<file path="src/hw/rtl/mssd_pkg.sv">
// ----------------------------------------------------------------------------
// mssd_pkg
// shared types and constants of the minimum subset-sum difference block
// ----------------------------------------------------------------------------
package mssd_pkg;

   localparam int VALUE_W = 10;
   localparam int DIFF_W  = 12;
   localparam int WORD_W  = 64;
   localparam int BIT_W   = 6;

   localparam logic [DIFF_W-1:0] DIFF_MAX = {DIFF_W{1'b1}};

   typedef struct packed {
      logic [VALUE_W-1:0] value;
      logic               last;
   } req_data_type;

   typedef struct packed {
      logic [DIFF_W-1:0] min_difference;
      logic              overflow;
   } rsp_data_type;

   typedef struct packed {
      logic load;
      logic sweep;
      logic search_init;
      logic search_rd;
      logic search_next;
      logic capture;
      logic emit;
   } cmd_type;

   typedef struct packed {
      logic k_zero;
      logic last;
      logic ovf;
      logic hit;
      logic out_free;
   } status_type;

endpackage

</file>
<file path="src/hw/rtl/mssd_ctrl.sv">
// ----------------------------------------------------------------------------
// mssd_ctrl
// sequencer for the map sweep, the half-total search and the result hand-off
// ----------------------------------------------------------------------------
module mssd_ctrl (
   input  logic                 clock,
   input  logic                 reset,
   input  logic                 req_valid,
   output logic                 req_ready,
   input  mssd_pkg::status_type status,
   output mssd_pkg::cmd_type    cmd
);
   import mssd_pkg::*;

   typedef enum logic [2:0] {
      ST_IDLE,
      ST_SWEEP,
      ST_DRAIN,
      ST_SEARCH,
      ST_TEST,
      ST_EMIT
   } state_type;

   state_type state_ff;
   state_type state_in;

   always_comb begin
      state_in  = state_ff;
      cmd       = '0;
      req_ready = 1'b0;
      unique case (state_ff)
         ST_IDLE: begin
            req_ready = 1'b1;
            if (req_valid) begin
               cmd.load = 1'b1;
               state_in = ST_SWEEP;
            end
         end
         ST_SWEEP: begin
            cmd.sweep = 1'b1;
            if (status.k_zero) begin
               state_in = ST_DRAIN;
            end
         end
         ST_DRAIN: begin
            priority if (!status.last) begin
               state_in = ST_IDLE;
            end else if (status.ovf) begin
               cmd.capture = 1'b1;
               state_in    = ST_EMIT;
            end else begin
               cmd.search_init = 1'b1;
               state_in        = ST_SEARCH;
            end
         end
         ST_SEARCH: begin
            cmd.search_rd = 1'b1;
            state_in      = ST_TEST;
         end
         ST_TEST: begin
            if (status.hit) begin
               cmd.capture = 1'b1;
               state_in    = ST_EMIT;
            end else begin
               cmd.search_next = 1'b1;
               state_in        = ST_SEARCH;
            end
         end
         ST_EMIT: begin
            if (status.out_free) begin
               cmd.emit = 1'b1;
               state_in = ST_IDLE;
            end
         end
         default: begin
            state_in = ST_IDLE;
         end
      endcase
   end

   always_ff @(posedge clock) begin
      if (reset) begin
         state_ff <= ST_IDLE;
      end else begin
         state_ff <= state_in;
      end
   end

endmodule

</file>
<file path="config.mk">
export PLATFORM = sky130hd
export DESIGN_NAME = mssd_ctrl
export DESIGN_NICKNAME = d
export VERILOG_FILES = /design/src/hw/rtl/mssd_pkg.sv /design/src/hw/rtl/mssd_ctrl.sv
export SDC_FILE = /design/constraint.sdc
export NUM_CORES = 1
export LEC_CHECK = 0
export ABC_AREA = 1
export BUFFER_PORTS_ARGS = -buffer_cell sky130_fd_sc_hd__buf_2
export CAP_MARGIN = 30
export CORE_AREA = 2 2 39 41
export CTS_CLUSTER_DIAMETER = 150
export CTS_CLUSTER_SIZE = 16
export DETAILED_ROUTE_END_ITERATION = 12
export DIE_AREA = 0 0 41 43
export SETUP_SLACK_MARGIN = 0.2
export SLEW_MARGIN = 10
export SYNTH_ARGS = -nofsm -noshare
export SYNTH_HDL_FRONTEND = slang
export SYNTH_SLANG_ARGS = --single-unit
</file>
<file path="constraint.sdc">
create_clock -name clock -period 0.9 [get_ports clock]
set_input_delay 0.09 -clock clock [delete_from_list [all_inputs] [get_ports clock]]
set_output_delay 0.09 -clock clock [all_outputs]
set_load 0.02 [all_outputs]
</file>
==> results.json <==
{
  "run_status": "finished, violations left",
  "violations": "negative setup slack",
  "pre_cts_slack_ns": -0.0861,
  "synth.distinct_cells": 12,
  "r2r_cells": 8,
  "place_congestion": 0.740,
  "worst_path_largest_cell_delay_ns": 0.38,
  "slowest_stage": "dfxtp_4",
  "setup-violations-final": 11,
  "power_frac_comb": 0.464,
  "cts_tree": "built",
  "critPathRequiredTime_ns": 0.81,
  "fmax_ghz": 0.855,
  "cap_violations": 0,
  "hold_depth": 2,
  "seq_area_frac_synth": 0.211,
  "fin_setup_tns_ns": -2.34,
  "synth_nets": 59,
  "p_sw_frac": 0.380,
  "worst_slack_ns": -0.270,
  "syn_to_final_growth_pct": 115,
  "met3_length_microns": 59,
  "layout-drive-gt1-share": 0.718,
  "top_layer_used": "met3",
  "cts_made_buffers": 3,
  "dr.pass1.iters": 2,
  "syn_area_sq_um": 284,
  "cp.arrival_ns": 1.08,
  "vias_per_cell": 4.22,
  "num_io_pins": 16,
  "hp-class": "input pin to flop",
  "grt_max_degree": 7,
  "nets": 87,
  "fin_crit_sh": 1.30,
  "p_sw_uw": 304,
  "largest_reg_flops": 3,
  "antenna_cells": 0,
  "routedWlPerCell_microns": 9.39,
  "htree_levels": 1,
  "rows": 14,
  "skew_ns": 0.00846,
  "routed_wl_microns": 883,
  "worstPathCellList": "nor2_4 -> inv_2 -> nor3_4 -> buf_6",
  "clk_latency_ns": 0.24,
  "antenna_left": 0,
  "drc": 0,
  "finalHoldViolCount": 0,
  "grt-ovfl-total": 0,
  "die_h_microns": 43,
  "rsz0062_at_grt": "yes",
  "regMostFlops": "state_ff",
  "postSynthCellCount": 51,
  "top_regs": "state_ff: 3 flops",
  "routedLengthMet1_microns": 339,
  "crit_type": "flop to primary output",
  "die_area_sq_um": 1760,
  "power_frac_clock": 0.303,
  "grt_pass1_wl_microns": 1440,
  "max_slew.worst_pin.slew_ns": 0.187,
  "layout_min_cycle_time_ns": 1.17,
  "cp_max_fo": 6,
  "port_buffers": 15,
  "internal_power_uw": 497,
  "clockRootBuffer": "clkbuf_4",
  "ir_worst_vdd_v": 0.000559,
  "cts.sinks": 3,
  "antenna_found_initial": 0,
  "cts_buffer_depth": 2,
  "ys.warnings.count": 0,
  "grt_use_total": 0.122,
  "dp_hpwl_microns": 637,
  "drt_iter0_drc": 2,
  "first_global_vias": 372,
  "cts.reportedPaths.clkPinSlew_ns": 0.04,
  "wl_met2_microns": 484,
  "start_util": 0.205,
  "crit_path_start_kind": "flop",
  "num_vias": 397,
  "avgSynthCellArea_sq_um": 5.57,
  "slew_headroom": 0.875,
  "slew_violations": 0,
  "leakage_nw": 0.344,
  "core_sq_um": 1380,
  "synth_seq_cells": 3,
  "worst_setup_path_end_kind": "primary output",
  "powerDensity_nw_per_um2": 1310,
  "die_w_microns": 41,
  "seqPwrFrac": 0.233
}
## cells in the final DEF (no fill, tap or decap)
| cell | netlist | routed |
|---|---|---|
| buf_2 | 0 | 7 |
| nor2_4 | 0 | 4 |
| buf_4 | 0 | 8 |
| nand3_2 | 3 | 5 |
| clkbuf_4 | 0 | 3 |
| nand3_1 | 6 | 3 |
| nand2_4 | 0 | 2 |
| nand2_2 | 1 | 2 |
| nor3_4 | 0 | 1 |
| inv_4 | 0 | 1 |
| nand3_4 | 0 | 1 |
| nand3b_1 | 1 | 1 |
| inv_1 | 14 | 6 |
| inv_2 | 1 | 8 |
| nand2_1 | 8 | 5 |
| nor2_2 | 3 | 3 |
| dfxtp_4 | 0 | 3 |
| clkbuf_1 | 0 | 1 |
| nand4_1 | 1 | 1 |
| nor2_1 | 9 | 5 |
| buf_6 | 0 | 8 |
## cell usage after synthesis, drive strengths merged
cell | number | area (sq um)
inv | 15 | 56.3
nor2 | 12 | 52.6
nand2 | 9 | 36.3
nand3 | 9 | 60.1
dfxtp | 3 | 60.1
nand3b | 1 | 7.51
nand4 | 1 | 6.26
nor3 | 1 | 5.00
## cell families after synthesis
family / share of synthesized area
buf+inv: 0.198
flops: 0.211
simple gates: 0.590
## per-stage QoR
| step | hold WS [ns] | total power, mW | cells | instance area [sq um] | utilization |
|---|---|---|---|---|---|
| floorplan | 0.153 | 0.371 | 51 | 332 | - |
| global placement | 0.276 | 0.439 | 83 | 434 | 0.314 |
| detailed placement | 0.273 | 0.442 | 83 | 434 | 0.314 |
| CTS | 0.0167 | 0.754 | 90 | 563 | 0.407 |
| global route | 0.0193 | 0.859 | 94 | 611 | 0.441 |
| finish | 0.0215 | 0.802 | 94 | 611 | 0.441 |
## timing repair
item,in CTS,in global routing
buffers inserted,3,4
endpoints found under the setup margin,11,11
pin swaps,5,11
resized for setup,25,4
hold buffers,0,0
## critical path: cells and delay by family, from the launching register on
kind                   cells  cell delay [ns]
and+or+nand+nor            2             0.25
DFF                        1             0.38
buffers and inverters      2             0.21
## path summary, 6_finish.rpt
check | startpoint | end | slack (ns)
max | state_ff[0] | cmd[6] | -0.27
min | reset | state_ff[1] | 0.02
max reg2reg | state_ff[0] | state_ff[1] | -0.23
min reg2reg | state_ff[2] | state_ff[0] | 0.69
## layer usage
| layer | track usage | vias up |
|---|---|---|
| li1 | - | 208 |
| met1 | 0.131 | 178 |
| met2 | 0.197 | 11 |
| met3 | 0.0628 | 0 |
| met4 | 0.0400 | 0 |
| met5 | 0 | - |
## power groups by stage
stage	combinational [mW]	clock, mW	sequential (mW)
after detailed placement	0.262	0	0.181
after floorplan	0.193	0	0.178
after global placement	0.261	0	0.179
after global routing	0.404	0.265	0.190
after CTS	0.315	0.253	0.185
final	0.372	0.243	0.187
## area by class of cell
type / count / area, sq um
fill: 144 / 773
inverter: 15 / 58.8
tap: 16 / 20.0
multi-input combinational: 33 / 249
clock buffer: 4 / 26.3
timing repair buffer: 23 / 185
sequential: 3 / 71.3
Power figures use the tool's default switching activity.
